File: config.mk
export PLATFORM = sky130hd
export DESIGN_NAME = rc_pwm_pulse_capture_unit
export DESIGN_NICKNAME = d
export VERILOG_FILES = /design/src/rtl/rpc_pkg.sv /design/src/rtl/rpc_ctrl.sv /design/src/rtl/rpc_dp.sv /design/src/rtl/rc_pwm_pulse_capture_unit.sv
export SDC_FILE = /design/constraint.sdc
export NUM_CORES = 1
export LEC_CHECK = 0
export ABC_CLOCK_PERIOD_IN_PS = 7050
export BUFFER_PORTS_ARGS = -buffer_cell sky130_fd_sc_hd__buf_2
export CORE_ASPECT_RATIO = 1.4
export CORE_MARGIN = 4
export CORE_UTILIZATION = 35
export CTS_CLUSTER_SIZE = 14
export DETAILED_ROUTE_END_ITERATION = 12
export GPL_ROUTABILITY_DRIVEN = 0
export PLACE_DENSITY_LB_ADDON = 0.12
export SYNTH_ARGS = -nofsm -noshare
export SYNTH_HDL_FRONTEND = slang
export SYNTH_SLANG_ARGS = --single-unit
export TNS_END_PERCENT = 5
File: constraint.sdc
create_clock -name clk -period 7.05 [get_ports clk]
set_input_delay 0.705 -clock clk [delete_from_list [all_inputs] [get_ports clk]]
set_output_delay 0.705 -clock clk [all_outputs]
set_load 0.005 [all_outputs]
File: src/rtl/rpc_pkg.sv
// ----------------------------------------------------------------------------
// rpc_pkg
// types, codes and constants shared by the pwm pulse capture modules
// ----------------------------------------------------------------------------
package rpc_pkg;

    localparam int TIME_W     = 16;
    localparam int PIN_W      = 8;
    localparam int CH_FIELD_W = 3;
    localparam int STATUS_W   = 2;
    localparam int ACTIVE_W   = 4;
    localparam int DEADBAND_W = 15;
    localparam int IN_DATA_W  = 24;
    localparam int OUT_DATA_W = 24;
    localparam int CFG_IDX_W  = 3;
    localparam int CFG_DATA_W = 16;

    localparam logic [ACTIVE_W-1:0]   ACTIVE_RESET   = 4'd8;
    localparam logic [TIME_W-1:0]     WIDTH_MIN_RESET = 16'd920;
    localparam logic [TIME_W-1:0]     WIDTH_MAX_RESET = 16'd2120;
    localparam logic [DEADBAND_W-1:0] DEADBAND_RESET = 15'd0;

    typedef enum logic [STATUS_W-1:0] {
        ST_RISE     = 2'd0,
        ST_WINDOW   = 2'd1,
        ST_DEADBAND = 2'd2,
        ST_UPDATED  = 2'd3
    } status_t;

    typedef enum logic [CFG_IDX_W-1:0] {
        REG_ACTIVE_CHANNELS = 3'd0,
        REG_WIDTH_MINIMUM   = 3'd1,
        REG_WIDTH_MAXIMUM   = 3'd2,
        REG_DEADBAND        = 3'd3,
        REG_AVERAGE_ENABLE  = 3'd4
    } cfg_reg_t;

    // controller to datapath
    typedef struct packed {
        logic load_item;
        logic emit_rise;
        logic start_fall;
        logic filter;
        logic emit_fall;
    } cmd_t;

    // datapath to controller
    typedef struct packed {
        logic pending_any;
        logic cur_rise;
        logic out_free;
    } sts_t;

    function automatic logic [CH_FIELD_W-1:0] lowest_index(input logic [PIN_W-1:0] mask);
        logic [CH_FIELD_W-1:0] idx;
        idx = '0;
        for (int i = PIN_W - 1; i >= 0; i--)
        begin
            if (mask[i])
            begin
                idx = CH_FIELD_W'(i);
            end
        end
        return idx;
    endfunction

endpackage

File: src/rtl/rpc_ctrl.sv
// ----------------------------------------------------------------------------
// rpc_ctrl
// sequencer: takes an item, walks changed channels, runs the fall steps
// ----------------------------------------------------------------------------
module rpc_ctrl
(
    input  logic          clk,
    input  logic          rst_n,
    input  logic          in_valid,
    output logic          in_ready,
    input  rpc_pkg::sts_t sts,
    output rpc_pkg::cmd_t cmd
);

    typedef enum logic [4:0] {
        S_IDLE   = 5'b00001,
        S_PICK   = 5'b00010,
        S_WIDTH  = 5'b00100,
        S_FILTER = 5'b01000,
        S_SPARE  = 5'b10000
    } state_t;

    state_t state_reg;
    state_t state_next;

    always_ff @(posedge clk or negedge rst_n)
    begin
        if (!rst_n)
        begin
            state_reg <= S_IDLE;
        end
        else
        begin
            state_reg <= state_next;
        end
    end

    always_comb
    begin
        state_next = state_reg;
        cmd        = '0;
        in_ready   = 1'b0;
        case (state_reg)
            S_IDLE:
            begin
                in_ready = 1'b1;
                if (in_valid)
                begin
                    cmd.load_item = 1'b1;
                    state_next    = S_PICK;
                end
            end
            S_PICK:
            begin
                if (!sts.pending_any)
                begin
                    state_next = S_IDLE;
                end
                else if (sts.cur_rise)
                begin
                    cmd.emit_rise = sts.out_free;
                end
                else
                begin
                    cmd.start_fall = 1'b1;
                    state_next     = S_WIDTH;
                end
            end
            S_WIDTH:
            begin
                cmd.filter = 1'b1;
                state_next = S_FILTER;
            end
            S_FILTER:
            begin
                if (sts.out_free)
                begin
                    cmd.emit_fall = 1'b1;
                    state_next    = S_PICK;
                end
            end
            default:
            begin
                state_next = S_IDLE;
            end
        endcase
    end

endmodule

File: src/rtl/rpc_dp.sv
// ----------------------------------------------------------------------------
// rpc_dp
// datapath: config registers, per channel stores, width filter, output stage
// ----------------------------------------------------------------------------
module rpc_dp
#(
    parameter int CHANNELS = 8
)
(
    input  logic                               clk,
    input  logic                               rst_n,
    input  logic                               cfg_valid,
    input  logic [rpc_pkg::CFG_IDX_W-1:0]      cfg_index,
    input  logic [rpc_pkg::CFG_DATA_W-1:0]     cfg_data,
    input  logic [rpc_pkg::TIME_W-1:0]         in_timestamp,
    input  logic [rpc_pkg::PIN_W-1:0]          in_pins,
    input  rpc_pkg::cmd_t                      cmd,
    output rpc_pkg::sts_t                      sts,
    output logic                               out_valid,
    input  logic                               out_ready,
    output logic [rpc_pkg::OUT_DATA_W-1:0]     out_data,
    output logic                               out_last
);

    localparam int CH_W = (CHANNELS > 1) ? $clog2(CHANNELS) : 1;
    localparam int PAD_W = rpc_pkg::OUT_DATA_W - rpc_pkg::CH_FIELD_W - rpc_pkg::STATUS_W
                           - rpc_pkg::TIME_W;

    logic [rpc_pkg::ACTIVE_W-1:0]   active_reg;
    logic [rpc_pkg::TIME_W-1:0]     wmin_reg;
    logic [rpc_pkg::TIME_W-1:0]     wmax_reg;
    logic [rpc_pkg::DEADBAND_W-1:0] deadband_reg;
    logic                           avg_reg;

    logic [rpc_pkg::PIN_W-1:0]      prev_pins_reg;
    logic [rpc_pkg::PIN_W-1:0]      pending_reg;
    logic [rpc_pkg::PIN_W-1:0]      pending_next;
    logic [rpc_pkg::PIN_W-1:0]      pins_reg;
    logic [rpc_pkg::TIME_W-1:0]     now_reg;
    logic [rpc_pkg::TIME_W-1:0]     rise_reg [CHANNELS];
    logic [rpc_pkg::TIME_W-1:0]     cap_reg  [CHANNELS];

    logic [CH_W-1:0]                ch_reg;
    logic [rpc_pkg::TIME_W-1:0]     width_reg;
    logic [rpc_pkg::TIME_W-1:0]     old_reg;
    logic [rpc_pkg::TIME_W-1:0]     cand_reg;
    logic                           win_ok_reg;

    logic                           out_valid_reg;
    logic [rpc_pkg::OUT_DATA_W-1:0] out_data_reg;
    logic                           out_last_reg;

    logic [rpc_pkg::PIN_W-1:0]      active_mask;
    logic [rpc_pkg::CH_FIELD_W-1:0] cur_ch;
    logic [CH_W-1:0]                sel;
    logic [rpc_pkg::PIN_W-1:0]      low_bit;
    logic                           last_now;
    logic [rpc_pkg::TIME_W:0]       sum_w;
    logic signed [rpc_pkg::TIME_W:0] diff;
    logic signed [rpc_pkg::TIME_W:0] band;
    logic                           in_band;
    rpc_pkg::status_t               fall_status;
    logic                           out_free;
    logic                           out_load;

    always_comb
    begin
        for (int i = 0; i < rpc_pkg::PIN_W; i++)
        begin
            active_mask[i] = (i < CHANNELS) && (rpc_pkg::ACTIVE_W'(i) < active_reg);
        end
    end

    assign cur_ch   = rpc_pkg::lowest_index(pending_reg);
    assign sel      = cur_ch[CH_W-1:0];
    assign low_bit  = pending_reg & (~pending_reg + rpc_pkg::PIN_W'(1));
    assign last_now = (pending_reg & ~low_bit) == '0;
    assign out_free = !out_valid_reg || out_ready;
    assign out_load = cmd.emit_rise || cmd.emit_fall;

    assign sts.pending_any = pending_reg != '0;
    assign sts.cur_rise    = pins_reg[cur_ch];
    assign sts.out_free    = out_free;

    assign sum_w = {1'b0, width_reg} + {1'b0, old_reg};
    assign diff  = $signed({1'b0, old_reg}) - $signed({1'b0, cand_reg});
    assign band  = $signed({2'b00, deadband_reg});
    assign in_band = (deadband_reg != '0) && (diff <= band) && (diff >= -band);

    always_comb
    begin
        if (!win_ok_reg)
        begin
            fall_status = rpc_pkg::ST_WINDOW;
        end
        else if (in_band)
        begin
            fall_status = rpc_pkg::ST_DEADBAND;
        end
        else
        begin
            fall_status = rpc_pkg::ST_UPDATED;
        end
    end

    always_comb
    begin
        pending_next = pending_reg;
        if (cmd.load_item)
        begin
            pending_next = (in_pins ^ prev_pins_reg) & active_mask;
        end
        else if (out_load)
        begin
            pending_next = pending_reg & ~low_bit;
        end
    end

    // config and control state
    always_ff @(posedge clk or negedge rst_n)
    begin
        if (!rst_n)
        begin
            active_reg    <= rpc_pkg::ACTIVE_RESET;
            wmin_reg      <= rpc_pkg::WIDTH_MIN_RESET;
            wmax_reg      <= rpc_pkg::WIDTH_MAX_RESET;
            deadband_reg  <= rpc_pkg::DEADBAND_RESET;
            avg_reg       <= 1'b0;
            prev_pins_reg <= '0;
            pending_reg   <= '0;
            out_valid_reg <= 1'b0;
            for (int i = 0; i < CHANNELS; i++)
            begin
                rise_reg[i] <= '0;
                cap_reg[i]  <= '0;
            end
        end
        else
        begin
            if (cfg_valid)
            begin
                case (cfg_index)
                    rpc_pkg::REG_ACTIVE_CHANNELS: active_reg <= cfg_data[rpc_pkg::ACTIVE_W-1:0];
                    rpc_pkg::REG_WIDTH_MINIMUM:   wmin_reg <= cfg_data[rpc_pkg::TIME_W-1:0];
                    rpc_pkg::REG_WIDTH_MAXIMUM:   wmax_reg <= cfg_data[rpc_pkg::TIME_W-1:0];
                    rpc_pkg::REG_DEADBAND:
                        deadband_reg <= cfg_data[rpc_pkg::DEADBAND_W-1:0];
                    rpc_pkg::REG_AVERAGE_ENABLE:  avg_reg <= cfg_data[0];
                    default:
                    begin
                    end
                endcase
            end
            if (cmd.load_item)
            begin
                prev_pins_reg <= in_pins;
            end
            pending_reg <= pending_next;
            if (cmd.emit_rise)
            begin
                rise_reg[sel] <= now_reg;
            end
            if (cmd.emit_fall && (fall_status == rpc_pkg::ST_UPDATED))
            begin
                cap_reg[ch_reg] <= cand_reg;
            end
            if (out_load)
            begin
                out_valid_reg <= 1'b1;
            end
            else if (out_ready)
            begin
                out_valid_reg <= 1'b0;
            end
        end
    end

    // payload
    always_ff @(posedge clk)
    begin
        if (cmd.load_item)
        begin
            now_reg  <= in_timestamp;
            pins_reg <= in_pins;
        end
        if (cmd.start_fall)
        begin
            ch_reg    <= sel;
            width_reg <= now_reg - rise_reg[sel];
            old_reg   <= cap_reg[sel];
        end
        if (cmd.filter)
        begin
            win_ok_reg <= (width_reg >= wmin_reg) && (width_reg <= wmax_reg);
            cand_reg   <= avg_reg ? sum_w[rpc_pkg::TIME_W:1] : width_reg;
        end
        if (cmd.emit_rise)
        begin
            out_data_reg <= {PAD_W'(0), cap_reg[sel], rpc_pkg::ST_RISE, cur_ch};
            out_last_reg <= last_now;
        end
        else if (cmd.emit_fall)
        begin
            out_data_reg <= {PAD_W'(0),
                             (fall_status == rpc_pkg::ST_UPDATED) ? cand_reg : old_reg,
                             fall_status, cur_ch};
            out_last_reg <= last_now;
        end
    end

    assign out_valid = out_valid_reg;
    assign out_data  = out_data_reg;
    assign out_last  = out_last_reg;

endmodule

File: src/rtl/rc_pwm_pulse_capture_unit.sv
// ----------------------------------------------------------------------------
// rc_pwm_pulse_capture_unit
// servo pwm input capture: pulse widths from timestamped pin samples
// ----------------------------------------------------------------------------
// slave stream: one item per pin sample, tdata = timestamp, pin levels.
// master stream: one item per handled channel, tdata = channel, status,
// captured width; tlast marks the final item of a sample. a sample with no
// handled channel produces nothing.
// config channel: cfg_ready is always high, a write is registered; write
// only while the block is idle.
// sequence: a sample is taken into registers, then the sequencer walks the changed
// channels lowest first. a rising edge loads its item into the output register
// when the scan reaches it and that register is free; a falling edge goes
// through width, filter and result steps. s_axis_tready is high only between
// samples. a stalled receiver holds the output register and the scan waits on it.
// reset clears config to defaults, previous pins, rise times and captures.
// ----------------------------------------------------------------------------
module rc_pwm_pulse_capture_unit
#(
    parameter int CHANNELS = 8
)
(
    input  logic                           clk,
    input  logic                           rst_n,
    input  logic                           s_axis_tvalid,
    output logic                           s_axis_tready,
    input  logic [rpc_pkg::IN_DATA_W-1:0]  s_axis_tdata,   // timestamp[15:0], pin_levels[23:16]
    output logic                           m_axis_tvalid,
    input  logic                           m_axis_tready,
    output logic [rpc_pkg::OUT_DATA_W-1:0] m_axis_tdata,   // channel[2:0], status[4:3],
                                                           // captured_width[20:5], zero[23:21]
    output logic                           m_axis_tlast,
    input  logic                           cfg_valid,
    output logic                           cfg_ready,
    input  logic [rpc_pkg::CFG_IDX_W-1:0]  cfg_index,
    input  logic [rpc_pkg::CFG_DATA_W-1:0] cfg_data
);

    rpc_pkg::cmd_t cmd;
    rpc_pkg::sts_t sts;

    assign cfg_ready = 1'b1;

    rpc_ctrl u_ctrl
    (
        .clk      (clk),
        .rst_n    (rst_n),
        .in_valid (s_axis_tvalid),
        .in_ready (s_axis_tready),
        .sts      (sts),
        .cmd      (cmd)
    );

    rpc_dp
    #(
        .CHANNELS (CHANNELS)
    )
    u_dp
    (
        .clk          (clk),
        .rst_n        (rst_n),
        .cfg_valid    (cfg_valid),
        .cfg_index    (cfg_index),
        .cfg_data     (cfg_data),
        .in_timestamp (s_axis_tdata[rpc_pkg::TIME_W-1:0]),
        .in_pins      (s_axis_tdata[rpc_pkg::TIME_W +: rpc_pkg::PIN_W]),
        .cmd          (cmd),
        .sts          (sts),
        .out_valid    (m_axis_tvalid),
        .out_ready    (m_axis_tready),
        .out_data     (m_axis_tdata),
        .out_last     (m_axis_tlast)
    );

endmodule

Word-level counts from Yosys, hierarchy flattened
Index checks and enable logic that the tools add are counted.
{"block": "totals", "reg_bits": 428, "out_inout_bits": 28, "in_bits": 48, "latchBits": 0, "romBits": 0, "elab_cells": 148, "memories": 0, "ram_bits": 0}
{"block": "classes", "n_mul": 0, "n_bitwise": 8, "muxes": 49, "magnitude_cmp": 17, "n_addsub": 5, "shift": 0, "eq_ne": 12, "div_mod_pow": 0, "reduce_logical": 22}
{"operator": "$bwmux 128", "n": 2}
{"operator": "$mux 16", "n": 8}
{"operator": "$bmux 16 s3", "n": 2}
{"operator": "$demux 16 s3", "n": 2}
{"operator": "$mux 21", "n": 2}
{"operator": "$and 8x8->8", "n": 3}
{"operator": "$mux 3", "n": 8}
{"operator": "$mux 5", "n": 4}
{"operator": "$pmux 5 s4", "n": 1}
{"operator": "$add 16x16->17", "n": 1}
{"operator": "$ge 17x17->1", "n": 1}
{"operator": "$le 17x16->1", "n": 1}
{"operator": "$neg 15->17", "n": 1}
{"operator": "$sub 16x16->17", "n": 1}
{"operator": "$ge 16x16->1", "n": 1}
{"operator": "$le 16x16->1", "n": 1}
{"operator": "$lt 3x4->1 const A", "n": 4}
{"operator": "$mux 8", "n": 2}
{"operator": "$not 8->8", "n": 2}
{"operator": "$sub 16x16->16", "n": 1}
{"operator": "$reduce_bool 15->1", "n": 1}
{"operator": "$mux 1", "n": 14}
{"operator": "$reduce_and 2->1", "n": 5}
{"operator": "$add 8x1->8 const B", "n": 1}
{"operator": "other kinds (28)", "n": 44}

Depth between registers and ports, before layout
Gate-level depths: netlist of run 1.
{"block": "logic_depth", "word_depth": 16, "ltp_mapped": 22, "mapped_depth_nobuf": 20}

Cells and area by module
From an unflattened synthesis of run 1, not the netlist that was laid out.
{"block": "unflattened", "hier_cells": 2428, "area_unflattened_um2": 23303.6}
{"module": "rpc_dp", "n_inst": 1, "cells_per_inst": 2399, "area_per_inst_um2": 23018.3, "seq_area_each_um2": 11066.9}
{"module": "rpc_ctrl", "n_inst": 1, "cells_per_inst": 27, "area_per_inst_um2": 274.0, "seq_area_each_um2": 101.3}
{"module": "rc_pwm_pulse_capture_unit", "n_inst": 1, "cells_per_inst": 2, "area_per_inst_um2": 11.3, "seq_area_each_um2": 0.0}

Worst setup path before layout of run 1
OpenSTA, ideal clock, no wires.
{"block": "synth_path", "path_type": "register -> register", "start": "register u_dp.cand_reg[4] (netlist name)", "end": "register u_dp.cap_reg[102] (netlist name)", "stages_incl_launch_ff": 20, "setup_ns": 0.125, "t_required_ns": 6.925, "n_path_buf": 2, "synth_period_minus_slack_ns": 4.807, "path_slack_ns": 2.243, "t_arrival_ns": 4.682, "cell_sequence": "edfxtp_1 clkbuf_1 inv_1 ha_1 a2111o_1 a31oi_1 o311ai_2 nand3_1 nand2_1 a21oi_1 xnor2_1 ha_1 a21o_1 a221oi_1 o221ai_1 o221ai_2 nand2_1 a2111oi_4 buf_4 mux2_2"}
{"block": "synth_via", "elab_chain_cells": 8, "word_cells_on_any_way": 9, "classes_between": "1 x add/sub; 2 x order compare; 1 x eq/ne; 2 x mux; 3 x reduce/logical"}
{"element": "from (decl)", "line_no": "rpc_dp.sv:46", "text": "logic [rpc_pkg::TIME_W-1:0] cand_reg;"}
{"element": "from (signal assigned)", "line_no": "rpc_dp.sv:195", "text": "cand_reg <= avg_reg ? sum_w[rpc_pkg::TIME_W:1] : width_reg;"}
{"element": "$sub 16x16->17 (*)", "line_no": "rpc_dp.sv:86", "text": "assign diff = $signed({1'b0, old_reg}) - $signed({1'b0, cand_reg});"}
{"element": "$le 17x16->1", "line_no": "rpc_dp.sv:88", "text": "assign in_band = (deadband_reg != '0) && (diff <= band) && (diff >= -band);"}
{"element": "$logic_and 1x1->1", "line_no": "rpc_dp.sv:88"}
{"element": "$logic_and 1x1->1 (*)", "line_no": "rpc_dp.sv:88"}
{"element": "$mux 1 (*)", "line_no": "rpc_dp.sv:96", "text": "else if (in_band)"}
{"element": "$mux 2 (*)", "line_no": "rpc_dp.sv:92", "text": "if (!win_ok_reg)"}
{"element": "$eq 2x2->1 (*)", "line_no": "rpc_dp.sv:163", "text": "if (cmd.emit_fall && (fall_status == rpc_pkg::ST_UPDATED))"}
{"element": "$logic_and 1x1->1 (*)", "line_no": "rpc_dp.sv:163"}
{"element": "to (signal, indexed assignment)", "line_no": "rpc_dp.sv:165", "text": "cap_reg[ch_reg] <= cand_reg;"}
{"element": "to (decl)", "line_no": "rpc_dp.sv:41", "text": "logic [rpc_pkg::TIME_W-1:0] cap_reg [CHANNELS];"}
Every way passes the cells marked *; elsewhere a longest branch is shown, timed or not.
A chain may end at the register's enable or synchronous reset.

Worst setup path in the final report of run 1
{"block": "layout_path", "start": "register u_dp.cand_reg[0] (netlist name)", "end": "register u_dp.cap_reg[10] (netlist name)"}
Same word-level chain as after synthesis.

==> results of run 1 <==
[through the flow]
| stage | hold slack [ns] | util, % | instance area, sq um | worst slack, ns | total power, mW |
|---|---|---|---|---|---|
| 2_1_floorplan | 0.409 | - | 22400 | 2.24 | 5.87 |
| 3_3_place_gp | 0.440 | 37.4 | 23600 | 1.61 | 7.15 |
| 3_5_place_dp | 0.440 | 37.4 | 23600 | 1.59 | 7.21 |
| 4_1_cts | 0.130 | 39.9 | 25200 | 1.53 | 9.85 |
| 5_1_grt | 0.159 | 39.9 | 25200 | 1.13 | 10.3 |
| 6_report | 0.128 | 39.9 | 25200 | 1.53 | 9.72 |
[routing by layer]
layer | vias to the layer above | wire [um] | GRT usage (%)
met5 | - | 0 | 0
met4 | 0 | 1630 | 5.05
met3 | 83 | 2590 | 2.64
met2 | 296 | 35100 | 35.9
met1 | 7848 | 27100 | 23.7
li1 | 7062 | - | -
[cell usage in the layout, fill, tap and decap left out, types with 16 or more instances in the layout]
cell	n
a21o_1	25
a21oi_1	77
a222oi_1	24
a31oi_1	20
buf_2	70
buf_4	32
clkbuf_1	17
clkbuf_16	50
clkbuf_8	16
dfrtp_1	319
edfxtp_1	96
ha_1	110
inv_1	95
mux2_2	241
mux2_4	39
mux2i_1	26
nand2_1	173
nand3_1	37
nand4_1	17
nor2_1	79
nor3_1	24
o21ai_0	79
xnor2_1	43
[worst max-delay path: stages (launching register included)]
cell and delay, ns:
edfxtp_1 0.55, ha_1 0.22, inv_1 0.05, fa_1 0.41, a21o_1 0.21, a31oi_1 0.33
o311ai_2 0.16, nand3_1 0.14, nand2_1 0.06, a21oi_1 0.17, xnor2_1 0.17, ha_1 0.28
a21o_1 0.18, a221oi_1 0.27, o221ai_1 0.18, o221ai_2 0.20, nand2_1 0.45, a2111o_1 0.84
mux2_1 0.45
[cell usage after synthesis, drive strengths merged (4+ instances only)]
cell and instances:
dfrtp 319, mux2 289, nand2 178, ha 110, inv 97, edfxtp 96
o21ai 85, nor2 82, a21oi 77, clkbuf 55, xnor2 43, nand3 39
buf 35, nor3 28, a21o 26, mux2i 26, a222oi 24, a31oi 20
nand4 17, a221o 14, nand2b 14, xor2 13, a22oi 12, and2 12
o21a 12, a211oi 11, a22o 11, nor2b 11, o2bb2ai 11, dfstp 10
o211ai 9, and3 8, o311ai 8, o31ai 8, or2 7, a221oi 6
nor4 6, a2111oi 5, or3 5, a211o 4, o22ai 4
[where the power goes]
part | internal [mW] | switching (mW) | total (mW)
clock network | 1.52 | 1.06 | 2.58
logic | 1.39 | 2.19 | 3.58
registers | 3.13 | 0.422 | 3.55
total | 6.05 | 3.67 | 9.72
[worst paths after layout]
kind | to | startpoint | slack, ns
worst max-delay path | u_dp.cap_reg[10]$_DFFE_PN0P_ | u_dp.cand_reg[0]$_DFFE_PP_ | 1.53
worst min-delay path | u_dp.wmin_reg[1]$_DFFE_PN0P_ | rst_n | 0.13
worst max register to register | u_dp.cap_reg[10]$_DFFE_PN0P_ | u_dp.cand_reg[0]$_DFFE_PP_ | 1.53
worst min register to register | u_dp.out_data[4]$_SDFFE_PP0P_ | u_dp.out_data[4]$_SDFFE_PP0P_ | 0.45
max in group asynchronous | u_dp.cap_reg[106]$_DFFE_PN0P_ | rst_n | 5.66
min in group clk | u_dp.now_reg[4]$_DFFE_PP_ | s_axis_tdata[4] | 0.28
[cells by family (layout without fill, tap and decap cells)]
group,Yosys count,count (layout),synth area share (%)
compound gates,378,378,12.1
xor+xnor,56,56,2.19
fa+ha+maj,113,113,6.43
buf+inv,188,291,3.87
flops,427,427,50.0
mux,316,316,16.5
other cells,2,4,0.0336
simple gates,415,415,8.89
[layout make-up]
| type | instances | area (sq um) | area share, % |
|---|---|---|---|
| clock buffer | 83 | 1540 | 6.09 |
| clock inverter | 5 | 90.1 | 0.357 |
| inverter | 98 | 368 | 1.46 |
| multi-input combinational | 1282 | 10400 | 41.1 |
| sequential | 427 | 11200 | 44.3 |
| tap | 832 | 1040 | 4.13 |
| timing repair buffer | 105 | 646 | 2.56 |
==> results.yml, run 1 <==
drt:
  via_count: 15300
  drtPass1Iterations: 5
  wirelength_um: 66400
  drc_errors: 0
  wl_per_cell_um: 23.5
  via_per_inst: 5.40
  drtAntennaViolNets: 0
  drt-initial-drc-count: 918
timing:
  setup_viol: 0
  slew_headroom_pct: 23.1
  rsz0062_at_grt: "false"
  worst_pin_slew_ns: 1.15
  hold_violations: 0
  min_period_over_period_pct: 78.2
  fmax_ghz: 0.181
  slew_violations: 0
  finalSetupTns_ns: 0
  fin_worst_skew_ns: 0.0235
  fin_crit_ns: 5.52
placed_design:
  placedCellCount: 2744
  port_buffers: 71
  dp_hpwl_um: 45900
yosys:
  yosysUniqueCellTypes: 88
  synth_edf_count: 96
  ys_seq_area_share_pct: 50.0
  synth_area_sq_um: 22300
  ys_ff_latch: 427
  yosys_warnings: 0
  syn_inst: 1895
  synth_top_area_cell: "dfrtp_1"
  synth.top_cell.area_share_pct: 35.7
  async_flop_share_pct: 77.0
  synth_area_leaders: "dfrtp_1, edfxtp_1, mux2_2, ha_1, nand2_1"
  syn_avg_cell_area_sq_um: 11.8
  synthFlopType: "dfrtp_1"
critical_path:
  crit_path_start_kind: "flop"
  reg2reg_depth: 18
  arrival_ns: 5.98
  worstPathRequired_ns: 7.51
  worstSetupEndpointType: "flop"
  path_class: "flop to flop"
  crit_fanout: 16
clock_tree:
  hold_buffers: 0
  cts_buffers: 48
  clkTransAtPathRegs_ns: 0.06
  htree_num_levels: 2
  cts_resized: 0
  clk_latency_ns: 0.60
  cts.path.max_buffers: 3
  cts_setup_buffers: 0
  cts.sinks: 427
  cts_tree: "yes"
  cts-root-buf: "clkbuf_16"
hold_path:
  hold_path_class: "input pin to async pin"
final_layout:
  syn2layout_area_growth_pct: 12.9
  fillCellCount: 6037
  fin_cells: 2832
  layout.nets: 2123
  antenna_cells: 0
  drive_above_1_share_pct: 25.5
die:
  die_h_um: 307
  num_rows: 109
  core_area_sq_um: 63100
  die_w_um: 222
  die_area_sq_um: 68000
  start_util_pct: 35.4
  io_pins: 76
outcome:
  status: "completed"
power:
  ir_drop_mv: 0.202
  p_per_area_nw_per_um2: 385
  p_leak_nw: 11.5
flow_run:
  cap_violations: 0
global_route:
  grt_antenna_before_repair: 0
  grt_pass1_wl_um: 101000
  grt_pass1_vias: 15800
  grt_overflow: 0
  grt_max_degree: 137
  grt.total_usage_pct: 19.3
(Power assumes the default switching activity.)
==> run 2, diff against run 1 <==
Settings changed: ABC_CLOCK_PERIOD_IN_PS 7050 to 4900.
Clock period 7.05 ns to 4.9 ns, I/O delays scaled along.
==> run 2 against run 1 <==
  * Critical path depth stayed put
  * Sequential cell count stayed put
  * Highest routed layer unchanged
  * Wire length hardly changed
  * Clock skew is 0.00082 ns higher
  * Combinational power is 53% higher
  * Global-route usage is 0.13 points lower
  * Maximum frequency is 19% higher
==> results.yml, run 2 (same netlist as run 1, synthesis figures left out) <==
outcome:
  status: "completed"
power:
  p_leak_nw: 11.8
  power_frac_seq_pct: 35.8
  p_clk_share_pct: 25.6
  finalPower_mw: 14.2
  comb_power_share_pct: 38.7
  internal_power_mw: 8.81
  p_sw_share_pct: 37.9
  p_sw_mw: 5.38
  ir_drop_mv: 0.292
  p_per_area_nw_per_um2: 552
drt:
  drtPass1Iterations: 7
  via_per_inst: 5.31
  wl_per_cell_um: 23.0
  drc_errors: 0
  drt-initial-drc-count: 839
  via_count: 15300
  drtAntennaViolNets: 0
  wirelength_um: 66400
timing:
  hold_violations: 0
  worst_pin_slew_ns: 1.10
  fin_worst_skew_ns: 0.0243
  slew_headroom_pct: 26.5
  slew_violations: 0
  timing.hold.ws_ns: 0.0719
  setup_viol: 0
  finalSetupTns_ns: 0
  fmax_ghz: 0.216
  min_period_over_period_pct: 94.5
  rsz0062_at_grt: "false"
  fin_crit_ns: 4.63
die:
  die_area_sq_um: 68000
  start_util_pct: 35.4
  die_w_um: 222
  io_pins: 76
  die_h_um: 307
  num_rows: 109
  core_area_sq_um: 63100
critical_path:
  worstPathRequired_ns: 5.36
  worstSetupEndpointType: "flop"
  arrival_ns: 5.09
  critPathTopFamily: "compound AO/OA/AOI/OAI gates"
  path_buf_inv: 3
  worstPathCellList: "ha_1 -> a2111o_1 -> a31oi_1 -> buf_4 -> nor2_1 -> nor2_1 -> xnor2_1 -> ha_1 -> and3_1 -> a41o_1 -> a221oi_1 -> o221ai_1 -> o221ai_2 -> nand2_4 -> a2111oi_4 -> buf_4 -> clkbuf_16 -> mux2_2"
  crit_path_start_kind: "flop"
  slowest_delay_ns: 0.44
  path_class: "flop to flop"
  cp_slowest_cell: "edfxtp_1"
  crit_fanout: 8
clock_tree:
  cts.sinks: 427
  htree_num_levels: 2
  cts_buffers: 46
  cts-root-buf: "clkbuf_16"
  cts.path.max_buffers: 3
  clkTransAtPathRegs_ns: 0.06
  cts_tree: "yes"
  clk_latency_ns: 0.59
final_layout:
  drive_above_1_share_pct: 27.7
  layout_common_cells: "dfrtp_1, mux2_2, nand2_1"
  final_common_cell: "dfrtp_1"
  fin_cells: 2884
  layout.area.seq_sq_um: 11200
  design_area_sq_um: 25700
  syn2layout_area_growth_pct: 15.1
  antenna_cells: 0
  layout.nets: 2176
  multiInputGateArea_sq_um: 10400
  fillCellCount: 6038
global_route:
  grt.total_usage_pct: 19.2
  grt_antenna_before_repair: 1
  grt_max_degree: 97
  grt_overflow: 0
  grt_pass1_wl_um: 101000
  grt_pass1_vias: 16100
placed_design:
  placedCellCount: 2795
  dp_hpwl_um: 48400
  port_buffers: 71
  post_dp_cell_area_sq_um: 24100
hold_path:
  hold_path_class: "input pin to flop"
flow_run:
  cap_violations: 0
run 2: changes by cell type in the layout (fill, tap and decap cells not counted), moves of 2 or more:
cell        previous run  this run
clkbuf_8              16         7
a21oi_2                0         2
clkbuf_1              17        13
clkinv_2               0         6
a21oi_1               77        75
buf_4                 32        77
bufinv_16              1         4
clkinvlp_4             0         4
buf_12                 2        10
run 2: cell type report:
cell class | instances | area share [%]
clock buffer | 68 | 5.24
clock inverter | 17 | 0.857
inverter | 98 | 1.43
multi-input combinational | 1282 | 40.4
sequential | 427 | 43.4
tap | 832 | 4.05
timing repair buffer | 160 | 4.58
run 2: stage by stage:
| stage | setup slack (ns) | util [%] |
|---|---|---|
| final | 0.269 | 40.7 |
| after global routing | 0.00965 | 40.7 |
| after CTS | 0.0762 | 40.6 |
| after detailed placement | 0.0857 | 38.1 |
| after global placement | 0.105 | 38.1 |
| after floorplan | 0.0935 | - |
run 2: power groups by stage:
stage | combinational [mW] | clock (mW) | sequential, mW
2_1_floorplan | 3.55 | 0 | 4.89
3_3_place_gp | 5.44 | 0 | 5.11
3_5_place_dp | 5.51 | 0 | 5.14
4_1_cts | 5.53 | 3.74 | 5.07
5_1_grt | 6.02 | 3.88 | 5.16
6_report | 5.49 | 3.63 | 5.07
run 2: per-layer routing:
metal / wire length (um) / part of all wire [%] / GRT usage, % / up-vias
li1: - / - / - / 7168
met3: 1910 / 2.9 / 2.30 / 91
met2: 36000 / 54 / 37.0 / 249
met5: 0 / 0 / 0 / -
met4: 1570 / 2.4 / 5.01 / 0
met1: 26900 / 41 / 22.6 / 7811
run 2: worst paths after layout:
| path | start | to | slack [ns] | depth (start not counted) |
|---|---|---|---|---|
| worst max-delay path | u_dp.old_reg[4]$_DFFE_PP_ | u_dp.cap_reg[82]$_DFFE_PN0P_ | 0.27 | 18 |
| worst min-delay path | s_axis_tdata[2] | u_dp.now_reg[2]$_DFFE_PP_ | 0.07 | 1 |
| worst max register to register | u_dp.old_reg[4]$_DFFE_PP_ | u_dp.cap_reg[82]$_DFFE_PN0P_ | 0.27 | 18 |
| worst min register to register | u_dp.out_data[4]$_SDFFE_PP0P_ | u_dp.out_data[4]$_SDFFE_PP0P_ | 0.45 | 2 |
| max in group asynchronous | rst_n | u_dp.cap_reg[51]$_DFFE_PN0P_ | 3.24 | 3 |
| min in group asynchronous | rst_n | u_dp.avg_reg$_DFFE_PN0P_ | 0.53 | 2 |
run 2: repair_timing:
action	CTS	global route
endpoints found under the setup margin	0	96
resized for setup	0	8
endpoints found under the hold margin	64	0
setup buffers	0	2
hold buffers	1	0
